[src/rtl/core/gsx_pkg.sv]
package gsx_pkg;

   // Operand and result widths
   localparam int POS_W   = 28;             // signed Q4.24 positions
   localparam int TOL_W   = 27;             // unsigned Q3.24 stop width
   localparam int PASS_W  = 7;              // reported pass count
   localparam int FRAC_BITS = 24;
   localparam int D_W     = POS_W + 1;      // interval width, signed
   localparam int MUL_W   = 32;             // shared multiplier operand width
   localparam int PROD_W  = 2 * MUL_W;
   localparam int RND_W   = PROD_W - FRAC_BITS;
   localparam int Y_W     = RND_W + 1;      // cubic value, signed

   localparam int MAX_ITER_DEF = 64;
   localparam logic [TOL_W-1:0] TOL_RESET = TOL_W'(16777);

   // Golden factor round(2^FRAC_BITS / 1.618)
   localparam logic [MUL_W-1:0] GOLD_K =
      MUL_W'(((64'd1 << FRAC_BITS) * 64'd1000 + 64'd809) / 64'd1618);
   localparam logic [PROD_W-1:0] RND_HALF = PROD_W'(64'd1 << (FRAC_BITS - 1));

   // Datapath operations
   localparam logic [3:0] OP_NOP    = 4'd0;
   localparam logic [3:0] OP_LOAD   = 4'd1;
   localparam logic [3:0] OP_DIFF   = 4'd2;
   localparam logic [3:0] OP_MUL_GD = 4'd3;
   localparam logic [3:0] OP_PROBE  = 4'd4;
   localparam logic [3:0] OP_MUL_SQ = 4'd5;
   localparam logic [3:0] OP_SQ     = 4'd6;
   localparam logic [3:0] OP_MUL_CU = 4'd7;
   localparam logic [3:0] OP_EVAL_Y = 4'd8;
   localparam logic [3:0] OP_TEST   = 4'd9;
   localparam logic [3:0] OP_FINISH = 4'd10;

   // Probe selection
   localparam logic [1:0] PRB_X1  = 2'd0;
   localparam logic [1:0] PRB_X2  = 2'd1;
   localparam logic [1:0] PRB_NEW = 2'd2;   // the probe rebuilt by the last pass

   // Sequencer conditions
   localparam logic [2:0] CND_NEXT     = 3'd0;
   localparam logic [2:0] CND_JUMP     = 3'd1;
   localparam logic [2:0] CND_EXIT     = 3'd2;
   localparam logic [2:0] CND_START    = 3'd3;
   localparam logic [2:0] CND_OUT_FREE = 3'd4;

   localparam int PC_W = 5;
   localparam logic [PC_W-1:0] STEP_IDLE   = PC_W'(0);
   localparam logic [PC_W-1:0] STEP_TEST   = PC_W'(13);
   localparam logic [PC_W-1:0] STEP_FINISH = PC_W'(21);
   localparam logic [PC_W-1:0] LAST_STEP   = STEP_FINISH;

   typedef struct packed {
      logic [3:0]      op;
      logic [1:0]      prb;
      logic [2:0]      cnd;
      logic [PC_W-1:0] target;
   } ucw_type;

   function automatic ucw_type cw(input logic [3:0] op, input logic [1:0] prb,
                                  input logic [2:0] cnd, input logic [PC_W-1:0] target);
      ucw_type w;
      w.op     = op;
      w.prb    = prb;
      w.cnd    = cnd;
      w.target = target;
      return w;
   endfunction

   // Microcode program
   function automatic ucw_type ucode_rom(input logic [PC_W-1:0] addr);
      ucw_type w;
      case (addr)
         5'd0:    w = cw(OP_LOAD,   PRB_X1,  CND_START,    STEP_IDLE);
         5'd1:    w = cw(OP_DIFF,   PRB_X1,  CND_NEXT,     STEP_IDLE);
         5'd2:    w = cw(OP_MUL_GD, PRB_X1,  CND_NEXT,     STEP_IDLE);
         5'd3:    w = cw(OP_PROBE,  PRB_X1,  CND_NEXT,     STEP_IDLE);
         5'd4:    w = cw(OP_PROBE,  PRB_X2,  CND_NEXT,     STEP_IDLE);
         5'd5:    w = cw(OP_MUL_SQ, PRB_X1,  CND_NEXT,     STEP_IDLE);
         5'd6:    w = cw(OP_SQ,     PRB_X1,  CND_NEXT,     STEP_IDLE);
         5'd7:    w = cw(OP_MUL_CU, PRB_X1,  CND_NEXT,     STEP_IDLE);
         5'd8:    w = cw(OP_EVAL_Y, PRB_X1,  CND_NEXT,     STEP_IDLE);
         5'd9:    w = cw(OP_MUL_SQ, PRB_X2,  CND_NEXT,     STEP_IDLE);
         5'd10:   w = cw(OP_SQ,     PRB_X2,  CND_NEXT,     STEP_IDLE);
         5'd11:   w = cw(OP_MUL_CU, PRB_X2,  CND_NEXT,     STEP_IDLE);
         5'd12:   w = cw(OP_EVAL_Y, PRB_X2,  CND_NEXT,     STEP_IDLE);
         5'd13:   w = cw(OP_TEST,   PRB_X1,  CND_EXIT,     STEP_FINISH);
         5'd14:   w = cw(OP_DIFF,   PRB_X1,  CND_NEXT,     STEP_IDLE);
         5'd15:   w = cw(OP_MUL_GD, PRB_X1,  CND_NEXT,     STEP_IDLE);
         5'd16:   w = cw(OP_PROBE,  PRB_NEW, CND_NEXT,     STEP_IDLE);
         5'd17:   w = cw(OP_MUL_SQ, PRB_NEW, CND_NEXT,     STEP_IDLE);
         5'd18:   w = cw(OP_SQ,     PRB_NEW, CND_NEXT,     STEP_IDLE);
         5'd19:   w = cw(OP_MUL_CU, PRB_NEW, CND_NEXT,     STEP_IDLE);
         5'd20:   w = cw(OP_EVAL_Y, PRB_NEW, CND_JUMP,     STEP_TEST);
         5'd21:   w = cw(OP_FINISH, PRB_X1,  CND_OUT_FREE, STEP_IDLE);
         default: w = cw(OP_NOP,    PRB_X1,  CND_JUMP,     STEP_IDLE);
      endcase
      return w;
   endfunction

endpackage

[src/rtl/core/golden_section_extremum_search.sv]
// A new request transaction is taken only in the idle step, once the previous result has
// been written to the result register; a search makes at most MAX_ITER passes.
// Every pass runs 8 microcode steps; three of them share the single 32x32 multiplier
// (width times golden factor, square, cube) and the rest load, round and compare.
// Reset (synchronous, active high) returns the sequencer to its idle step, clears the
// result valid and loads the tolerance register with 16777 (about 0.001).
module golden_section_extremum_search #(
   parameter int MAX_ITER = gsx_pkg::MAX_ITER_DEF
) (
   input  logic                               clock,
   input  logic                               reset,
   // request channel
   input  logic                               req_valid,
   output logic                               req_stall,
   input  logic                               req_type,
   input  logic signed [gsx_pkg::POS_W-1:0]   req_end_a,
   input  logic signed [gsx_pkg::POS_W-1:0]   req_end_b,
   // result channel
   output logic                               rsp_valid,
   input  logic                               rsp_stall,
   output logic signed [gsx_pkg::POS_W-1:0]   rsp_location,
   output logic        [gsx_pkg::PASS_W-1:0]  rsp_passes,
   output logic                               rsp_hit_limit,
   // tolerance register write channel
   input  logic                               csr_valid,
   output logic                               csr_ready,
   input  logic        [gsx_pkg::TOL_W-1:0]   csr_tolerance
);
   import gsx_pkg::*;

   localparam int CNT_W = $clog2(MAX_ITER + 1);
   localparam logic [CNT_W-1:0] CNT_MAX = CNT_W'(MAX_ITER);

   // Sequencer
   logic [PC_W-1:0] pc_ff, pc_in;
   ucw_type         ucw;

   // Search state: interval ends, probes and their cubic values
   logic signed [POS_W-1:0] a_ff, a_in, b_ff, b_in;
   logic signed [POS_W-1:0] x1_ff, x1_in, x2_ff, x2_in;
   logic signed [Y_W-1:0]   y1_ff, y1_in, y2_ff, y2_in;
   logic [D_W-1:0]          dmag_ff, dmag_in;
   logic                    dneg_ff, dneg_in;
   logic [PROD_W-1:0]       prod_ff, prod_in;
   logic                    pneg_ff, pneg_in;
   logic [MUL_W-1:0]        sq_ff, sq_in;
   logic [CNT_W-1:0]        passes_ff, passes_in;
   logic                    limit_ff, limit_in;
   logic                    want_max_ff, want_max_in;
   logic                    drop_a_ff, drop_a_in;
   logic [TOL_W-1:0]        tol_ff, tol_in;

   // Result register
   logic                    rsp_valid_ff, rsp_valid_in;
   logic signed [POS_W-1:0] rsp_location_ff, rsp_location_in;
   logic [PASS_W-1:0]       rsp_passes_ff, rsp_passes_in;
   logic                    rsp_hit_limit_ff, rsp_hit_limit_in;

   // Datapath nets
   logic                    req_accept, out_free;
   logic                    use_x2;
   logic signed [POS_W-1:0] probe;
   logic [POS_W-1:0]        probe_mag;
   logic signed [D_W-1:0]   a_ext, b_ext, diff_ba, diff_ab, mid_sum, rnd_ext;
   logic [MUL_W-1:0]        mul_a, mul_b;
   logic [PROD_W-1:0]       mul_p, rnd_sum;
   logic [RND_W-1:0]        rnd_mag;
   logic signed [Y_W-1:0]   rnd_y, four_p;
   logic                    below_tol, at_limit, exit_now, drop_a;
   logic [CNT_W+PASS_W-1:0] passes_wide;

   assign ucw        = ucode_rom(pc_ff);
   assign req_stall  = (pc_ff != STEP_IDLE);
   assign req_accept = req_valid && !req_stall;
   assign out_free   = !rsp_valid_ff || !rsp_stall;
   assign csr_ready  = 1'b1;

   // Pick the probe a step works on; the rebuilt one follows the last drop
   always_comb begin
      case (ucw.prb)
         PRB_X1:  use_x2 = 1'b0;
         PRB_X2:  use_x2 = 1'b1;
         PRB_NEW: use_x2 = drop_a_ff;
         default: use_x2 = 1'b0;
      endcase
   end

   assign probe     = use_x2 ? x2_ff : x1_ff;
   assign probe_mag = probe[POS_W-1] ? POS_W'(-probe) : POS_W'(probe);

   // Interval width, both signs side by side so only one subtract sits in the path
   assign a_ext   = D_W'(a_ff);
   assign b_ext   = D_W'(b_ff);
   assign diff_ba = b_ext - a_ext;
   assign diff_ab = a_ext - b_ext;
   assign mid_sum = a_ext + b_ext;

   // Shared multiplier on magnitudes; sign travels beside the product
   always_comb begin
      case (ucw.op)
         OP_MUL_GD: begin
            mul_a = MUL_W'(dmag_ff);
            mul_b = GOLD_K;
         end
         OP_MUL_SQ: begin
            mul_a = MUL_W'(probe_mag);
            mul_b = MUL_W'(probe_mag);
         end
         OP_MUL_CU: begin
            mul_a = sq_ff;
            mul_b = MUL_W'(probe_mag);
         end
         default: begin
            mul_a = '0;
            mul_b = '0;
         end
      endcase
   end

   assign mul_p = PROD_W'(mul_a) * PROD_W'(mul_b);

   // Round half up on the magnitude, then shift out the fraction
   assign rnd_sum = prod_ff + RND_HALF;
   assign rnd_mag = rnd_sum[PROD_W-1:FRAC_BITS];
   assign rnd_ext = $signed(rnd_mag[D_W-1:0]);
   assign rnd_y   = $signed({1'b0, rnd_mag});
   assign four_p  = $signed(Y_W'({probe_mag, 2'b00}));

   // Stop tests and the drop decision (ties drop the a side)
   assign below_tol = dmag_ff < D_W'(tol_ff);
   assign at_limit  = passes_ff >= CNT_MAX;
   assign exit_now  = below_tol || at_limit;
   assign drop_a    = want_max_ff ? (y1_ff <= y2_ff) : (y1_ff >= y2_ff);

   assign passes_wide = {{PASS_W{1'b0}}, passes_ff};

   // Next step
   always_comb begin
      case (ucw.cnd)
         CND_NEXT:     pc_in = pc_ff + PC_W'(1);
         CND_JUMP:     pc_in = ucw.target;
         CND_EXIT:     pc_in = exit_now ? ucw.target : pc_ff + PC_W'(1);
         CND_START:    pc_in = req_accept ? pc_ff + PC_W'(1) : pc_ff;
         CND_OUT_FREE: pc_in = out_free ? ucw.target : pc_ff;
         default:      pc_in = STEP_IDLE;
      endcase
   end

   // Datapath
   always_comb begin
      a_in             = a_ff;
      b_in             = b_ff;
      x1_in            = x1_ff;
      x2_in            = x2_ff;
      y1_in            = y1_ff;
      y2_in            = y2_ff;
      dmag_in          = dmag_ff;
      dneg_in          = dneg_ff;
      prod_in          = prod_ff;
      pneg_in          = pneg_ff;
      sq_in            = sq_ff;
      passes_in        = passes_ff;
      limit_in         = limit_ff;
      want_max_in      = want_max_ff;
      drop_a_in        = drop_a_ff;
      rsp_location_in  = rsp_location_ff;
      rsp_passes_in    = rsp_passes_ff;
      rsp_hit_limit_in = rsp_hit_limit_ff;
      rsp_valid_in     = rsp_valid_ff && rsp_stall;
      tol_in           = (csr_valid && csr_ready) ? csr_tolerance : tol_ff;

      case (ucw.op)
         OP_LOAD: begin
            if (req_accept) begin
               want_max_in = req_type;
               a_in        = req_end_a;
               b_in        = req_end_b;
               passes_in   = '0;
               limit_in    = 1'b0;
               drop_a_in   = 1'b0;
            end
         end
         OP_DIFF: begin
            dneg_in = diff_ba[D_W-1];
            dmag_in = diff_ba[D_W-1] ? diff_ab : diff_ba;
         end
         OP_MUL_GD: begin
            prod_in = mul_p;
            pneg_in = dneg_ff;
         end
         OP_PROBE: begin
            // x1 = b - gold(b-a), x2 = a + gold(b-a)
            if (use_x2) begin
               x2_in = POS_W'(pneg_ff ? a_ext - rnd_ext : a_ext + rnd_ext);
            end else begin
               x1_in = POS_W'(pneg_ff ? b_ext + rnd_ext : b_ext - rnd_ext);
            end
         end
         OP_MUL_SQ: begin
            prod_in = mul_p;
            pneg_in = 1'b0;
         end
         OP_SQ: begin
            sq_in = rnd_mag[MUL_W-1:0];
         end
         OP_MUL_CU: begin
            prod_in = mul_p;
            pneg_in = probe[POS_W-1];
         end
         OP_EVAL_Y: begin
            // x^3 - 4x = sign(x) * (|x|^3 - 4|x|): one subtract with swapped operands
            if (use_x2) begin
               y2_in = pneg_ff ? four_p - rnd_y : rnd_y - four_p;
            end else begin
               y1_in = pneg_ff ? four_p - rnd_y : rnd_y - four_p;
            end
         end
         OP_TEST: begin
            if (exit_now) begin
               limit_in = !below_tol && at_limit;
            end else begin
               // Narrow: the kept probe moves over and keeps its cubic value
               passes_in = passes_ff + CNT_W'(1);
               drop_a_in = drop_a;
               if (drop_a) begin
                  a_in  = x1_ff;
                  x1_in = x2_ff;
                  y1_in = y2_ff;
               end else begin
                  b_in  = x2_ff;
                  x2_in = x1_ff;
                  y2_in = y1_ff;
               end
            end
         end
         OP_FINISH: begin
            if (out_free) begin
               rsp_valid_in     = 1'b1;
               rsp_location_in  = mid_sum[POS_W:1];  // floor of the midpoint
               rsp_passes_in    = passes_wide[PASS_W-1:0];
               rsp_hit_limit_in = limit_ff;
            end
         end
         default: begin
         end
      endcase
   end

   // Control registers
   always_ff @(posedge clock) begin
      if (reset) begin
         pc_ff        <= STEP_IDLE;
         rsp_valid_ff <= 1'b0;
         tol_ff       <= TOL_RESET;
      end else begin
         pc_ff        <= pc_in;
         rsp_valid_ff <= rsp_valid_in;
         tol_ff       <= tol_in;
      end
   end

   // Payload registers
   always_ff @(posedge clock) begin
      a_ff             <= a_in;
      b_ff             <= b_in;
      x1_ff            <= x1_in;
      x2_ff            <= x2_in;
      y1_ff            <= y1_in;
      y2_ff            <= y2_in;
      dmag_ff          <= dmag_in;
      dneg_ff          <= dneg_in;
      prod_ff          <= prod_in;
      pneg_ff          <= pneg_in;
      sq_ff            <= sq_in;
      passes_ff        <= passes_in;
      limit_ff         <= limit_in;
      want_max_ff      <= want_max_in;
      drop_a_ff        <= drop_a_in;
      rsp_location_ff  <= rsp_location_in;
      rsp_passes_ff    <= rsp_passes_in;
      rsp_hit_limit_ff <= rsp_hit_limit_in;
   end

   assign rsp_valid     = rsp_valid_ff;
   assign rsp_location  = rsp_location_ff;
   assign rsp_passes    = rsp_passes_ff;
   assign rsp_hit_limit = rsp_hit_limit_ff;

   // Sequencer never leaves the program
   a_pc_range: assert property (@(posedge clock) disable iff (reset)
      pc_ff <= LAST_STEP)
      else $error("sequencer step out of program");

   // Pass counter never runs past the limit while searching
   a_pass_bound: assert property (@(posedge clock) disable iff (reset)
      (pc_ff != STEP_IDLE) |-> (passes_ff <= CNT_MAX))
      else $error("pass counter beyond limit");

   // Limit flag only when the full pass budget was spent
   a_limit_count: assert property (@(posedge clock) disable iff (reset)
      (pc_ff == STEP_FINISH && limit_ff) |-> (passes_ff == CNT_MAX))
      else $error("limit flag without full pass count");

   // A waiting result is never overwritten by the finish step
   a_no_overwrite: assert property (@(posedge clock) disable iff (reset)
      (pc_ff == STEP_FINISH && rsp_valid_ff && rsp_stall) |=> $stable(rsp_location_ff))
      else $error("pending result overwritten");

endmodule
[config.mk]
export PLATFORM = sky130hd
export DESIGN_NAME = golden_section_extremum_search
export DESIGN_NICKNAME = d
export VERILOG_FILES = /design/src/rtl/core/gsx_pkg.sv /design/src/rtl/core/golden_section_extremum_search.sv
export SDC_FILE = /design/constraint.sdc
export NUM_CORES = 2
export LEC_CHECK = 0
export ABC_AREA = 1
export BUFFER_PORTS_ARGS = -buffer_cell sky130_fd_sc_hd__buf_2
export CORE_ASPECT_RATIO = 1.1
export CORE_MARGIN = 5
export CORE_UTILIZATION = 60
export DETAILED_ROUTE_END_ITERATION = 10
export PLACE_DENSITY = 0.74
export SLEW_MARGIN = 20
export SYNTH_ARGS = -nofsm -noshare
export SYNTH_HDL_FRONTEND = slang
export SYNTH_SLANG_ARGS = --single-unit
[constraint.sdc]
create_clock -name clock -period 12.3 [get_ports clock]
set_clock_uncertainty 0.15 [all_clocks]
set_input_delay 1.23 -clock clock [delete_from_list [all_inputs] [get_ports clock]]
set_output_delay 1.23 -clock clock [all_outputs]
set_load 0.05 [all_outputs]
==> reports/results.ini <==
[sta]
setup_tns_ns=0
drv_slew=0
rsz0062_at_grt=no
worstMarginPinSlew_ns=1.19
setup_ws_ns=1.49
timing.final.crit_share_pct=87.9
finalSetupViolations=0
period_minus_slack_ns=10.81
slew_headroom_pct=20.7
fmax_mhz=92.5
finalHoldViolations=0

[power_and_ir_drop]
vdd_ir_drop_max_uv=282
p_per_area_nw_per_um2=275
totalPowerFinal_mw=17.9
p_leak_nw=32.5

[global_routing]
grt_pass1_wl_um=353000
grt_max_degree=78
grt-ovfl-total=0
track_usage_pct=43.2
grt_pass1_vias=57341
antenna_found_initial=5

[die]
rows=123
die_area_um2=109000
die_h_um=346
core_um2=102000
boundaryPins=128
die_x_um=315
initial_core_util_pct=60.2

[cts]
cts.path.max_buffers=3
cts_setup_buffers=0
clkSinkCount=388
clkSlewWorstSetupHoldPaths_ns=0.07
numCtsBuffers=46
cts_tree=yes
cts_resized=0
htreeDepth=2
ctsHoldBuffers=0
clock_tree.root_cell=clkbuf_16
clock_latency_ns=0.65

[cells_and_area]
seq_area_um2=11200
mostFrequentLayoutCell=nand2_1
postLayoutCellArea_um2=65000
layout_common_cells=nand2_1 (1745), inv_1 (1670), nor2_1 (828)
multiInputGateArea_um2=42700
drive_above_1_share_pct=5.96
n_fill_cell=9026
utilization_pct=63.7
layout.nets=9428
area_delta_synth_final_pct=5.78

[critical_path]
slowest_stage=fa_1
end_kind=flop
crit_top_cell=inv_1
crit_family=adder cells
crit_type=reg -> reg
worstPathArrival_ns=11.06
reg2reg_setup_slack_ns=1.49
slowest_delay_ns=0.55
path_buf_inv=11
cp-start-kind=flop
worstReg2RegStart=ucw[8]
cp-endpoint=prod_ff[34]
worst-path-stages=38
path_max_fanout=46
required_ns=12.54
rr_worst_depth=38
timing.rr.end=prod_ff[34]
crit_start=ucw[8]

[yosys]
synth_area_per_cell_um2=7.64
postSynth.asyncResetShare_pct=0
yosysWarnings=0
synth_cell_types=68
syn_inst=8045
syn_area_um2=61400
syn_nets=9415
ys_seq_elements=388
ys_seq_area_share_pct=18.2
ys.flop_type=edfxtp_1
synth_edf_count=343

[flow_run]
cap_viol_max_count=0

[drt]
drc=0
drt-pass1-iter-count=6
wire_per_inst_um=25.2
via_per_inst=5.98
wl_um=238000
num_vias=56603
drt_iter0_drc=6184
detail-route-antenna-nets=0

[place]
dp_hpwl_um=193000
dpl_cell_area_um2=63300
dp_slack_ns=1.85
portBuffers=126
gp_congestion=1.10

[min_path]
hold_class=reg -> reg

[run_status]
status=completed

metal layers:
layer	up-vias	GRT usage, %	routed length (um)
met5	-	0	56
met4	4	30.5	22100
met3	947	9.55	25200
met2	3558	68.6	107000
met1	27197	52.3	84100
li1	24897	-	-
logic make-up (layout without fill, tap and decap cells):
group	count (synthesis)	after routing	synth area share, %
AO/OA/AOI/OAI	1133	1133	10.3
XOR/XNOR	177	177	2.59
adder cells (fa/ha/maj)	1281	1281	35.7
buffers and inverters	1977	2026	12.5
flip-flops	388	388	18.2
multiplexers	2	2	0.0326
other	1	3	0.00610
AND/OR/NAND/NOR	3086	3086	20.6
how the worst min path moves through the flow:
stage | start | slack (ns) | to | depth (start not counted)
after global routing | limit_ff | 0.33 | rsp_hit_limit | 0
final | limit_ff | 0.30 | rsp_hit_limit | 0
after CTS | limit_ff | 0.30 | rsp_hit_limit | 0
after global placement | limit_ff | 0.28 | rsp_hit_limit | 0
after detailed placement | limit_ff | 0.27 | rsp_hit_limit | 0
after floorplan | limit_ff | 0.25 | rsp_hit_limit | 0
registers in the layout (all words and copies together), names as in the netlist:
signal and count:
limit_ff 1, x1_ff 28, x2_ff 28, y1_ff 41, sq_ff 32, b_ff 28
pneg_ff 1, dmag_ff 29, drop_a_ff 1, y2_ff 41, rsp_passes 7, rsp_valid 1
dneg_ff 1, rsp_hit_limit 1, pc_ff 5, ucw 12, a_ff 28, want_max_ff 1
prod_ff 40, passes_ff 7, tol_ff 27, rsp_location 28
cell type report:
| class | count | area share (%) |
|---|---|---|
| multi-input combinational | 5680 | 65.6 |
| sequential | 388 | 17.2 |
| inverter | 1739 | 10.0 |
| tap | 1375 | 2.65 |
| clock buffer | 58 | 1.95 |
| timing repair buffer | 203 | 1.94 |
| clock inverter | 26 | 0.518 |
| antenna | 2 | 0.00770 |
cells in the mapped netlist (10+ instances only):
cell type     n  area share (%)
nand2_2      38            0.39
nand3b_1     17            0.21
nand2_1    1746              11
o211ai_1     43            0.53
xnor2_1      25            0.36
o21ai_0     374             3.0
nor2_2       22            0.22
ha_1        496              10
fa_1        785              26
inv_1      1670              10
buf_2        79            0.64
nor2_1      831             5.1
o21bai_1     27            0.33
xor2_1      148             2.1
edfxtp_1    343              17
buf_4        18            0.22
o21a_1       32            0.39
inv_2        58            0.35
o31ai_1      10            0.12
o21ai_2      13            0.19
nor3_1       47            0.38
a21o_1       20            0.24
a21oi_1     494             4.0
o21ai_1      17            0.14
dfxtp_1      45             1.5
clkbuf_1    119            0.73
nor4_1       15            0.15
or2_2        19            0.19
buf_6        12            0.22
nand3_1     260             2.1
a31oi_1      41            0.42
nand4_1      51            0.52
clkinv_1     10           0.061
a22o_1       25            0.36
nand2_4      10            0.18
per-stage QoR:
| stage | hold WS [ns] | instances |
|---|---|---|
| final | 0.297 | 9471 |
| after global placement | 0.278 | 9383 |
| after global routing | 0.327 | 9470 |
| after detailed placement | 0.275 | 9383 |
| after CTS | 0.302 | 9467 |
| after floorplan | 0.250 | 8045 |
worst register-to-register path: cells and delay by family, from the launching register on:
family,cells,cell delay (ns)
AO/OA/AOI/OAI,2,0.72
XOR/XNOR,1,0.34
adder cells (fa/ha/maj),10,4.55
buffers and inverters,11,1.53
flip-flops,1,0.34
AND/OR/NAND/NOR,14,2.97
where the power goes:
| part | internal, mW | leakage, nW | switching, mW | total, mW |
|---|---|---|---|---|
| Sequential | 2.22 | 3.50 | 0.367 | 2.58 |
| Combinational | 4.17 | 28.2 | 9.64 | 13.8 |
| Clock | 0.865 | 0.779 | 0.639 | 1.50 |
| Total | 7.25 | 32.5 | 10.6 | 17.9 |
Power figures use the tool's default switching activity.
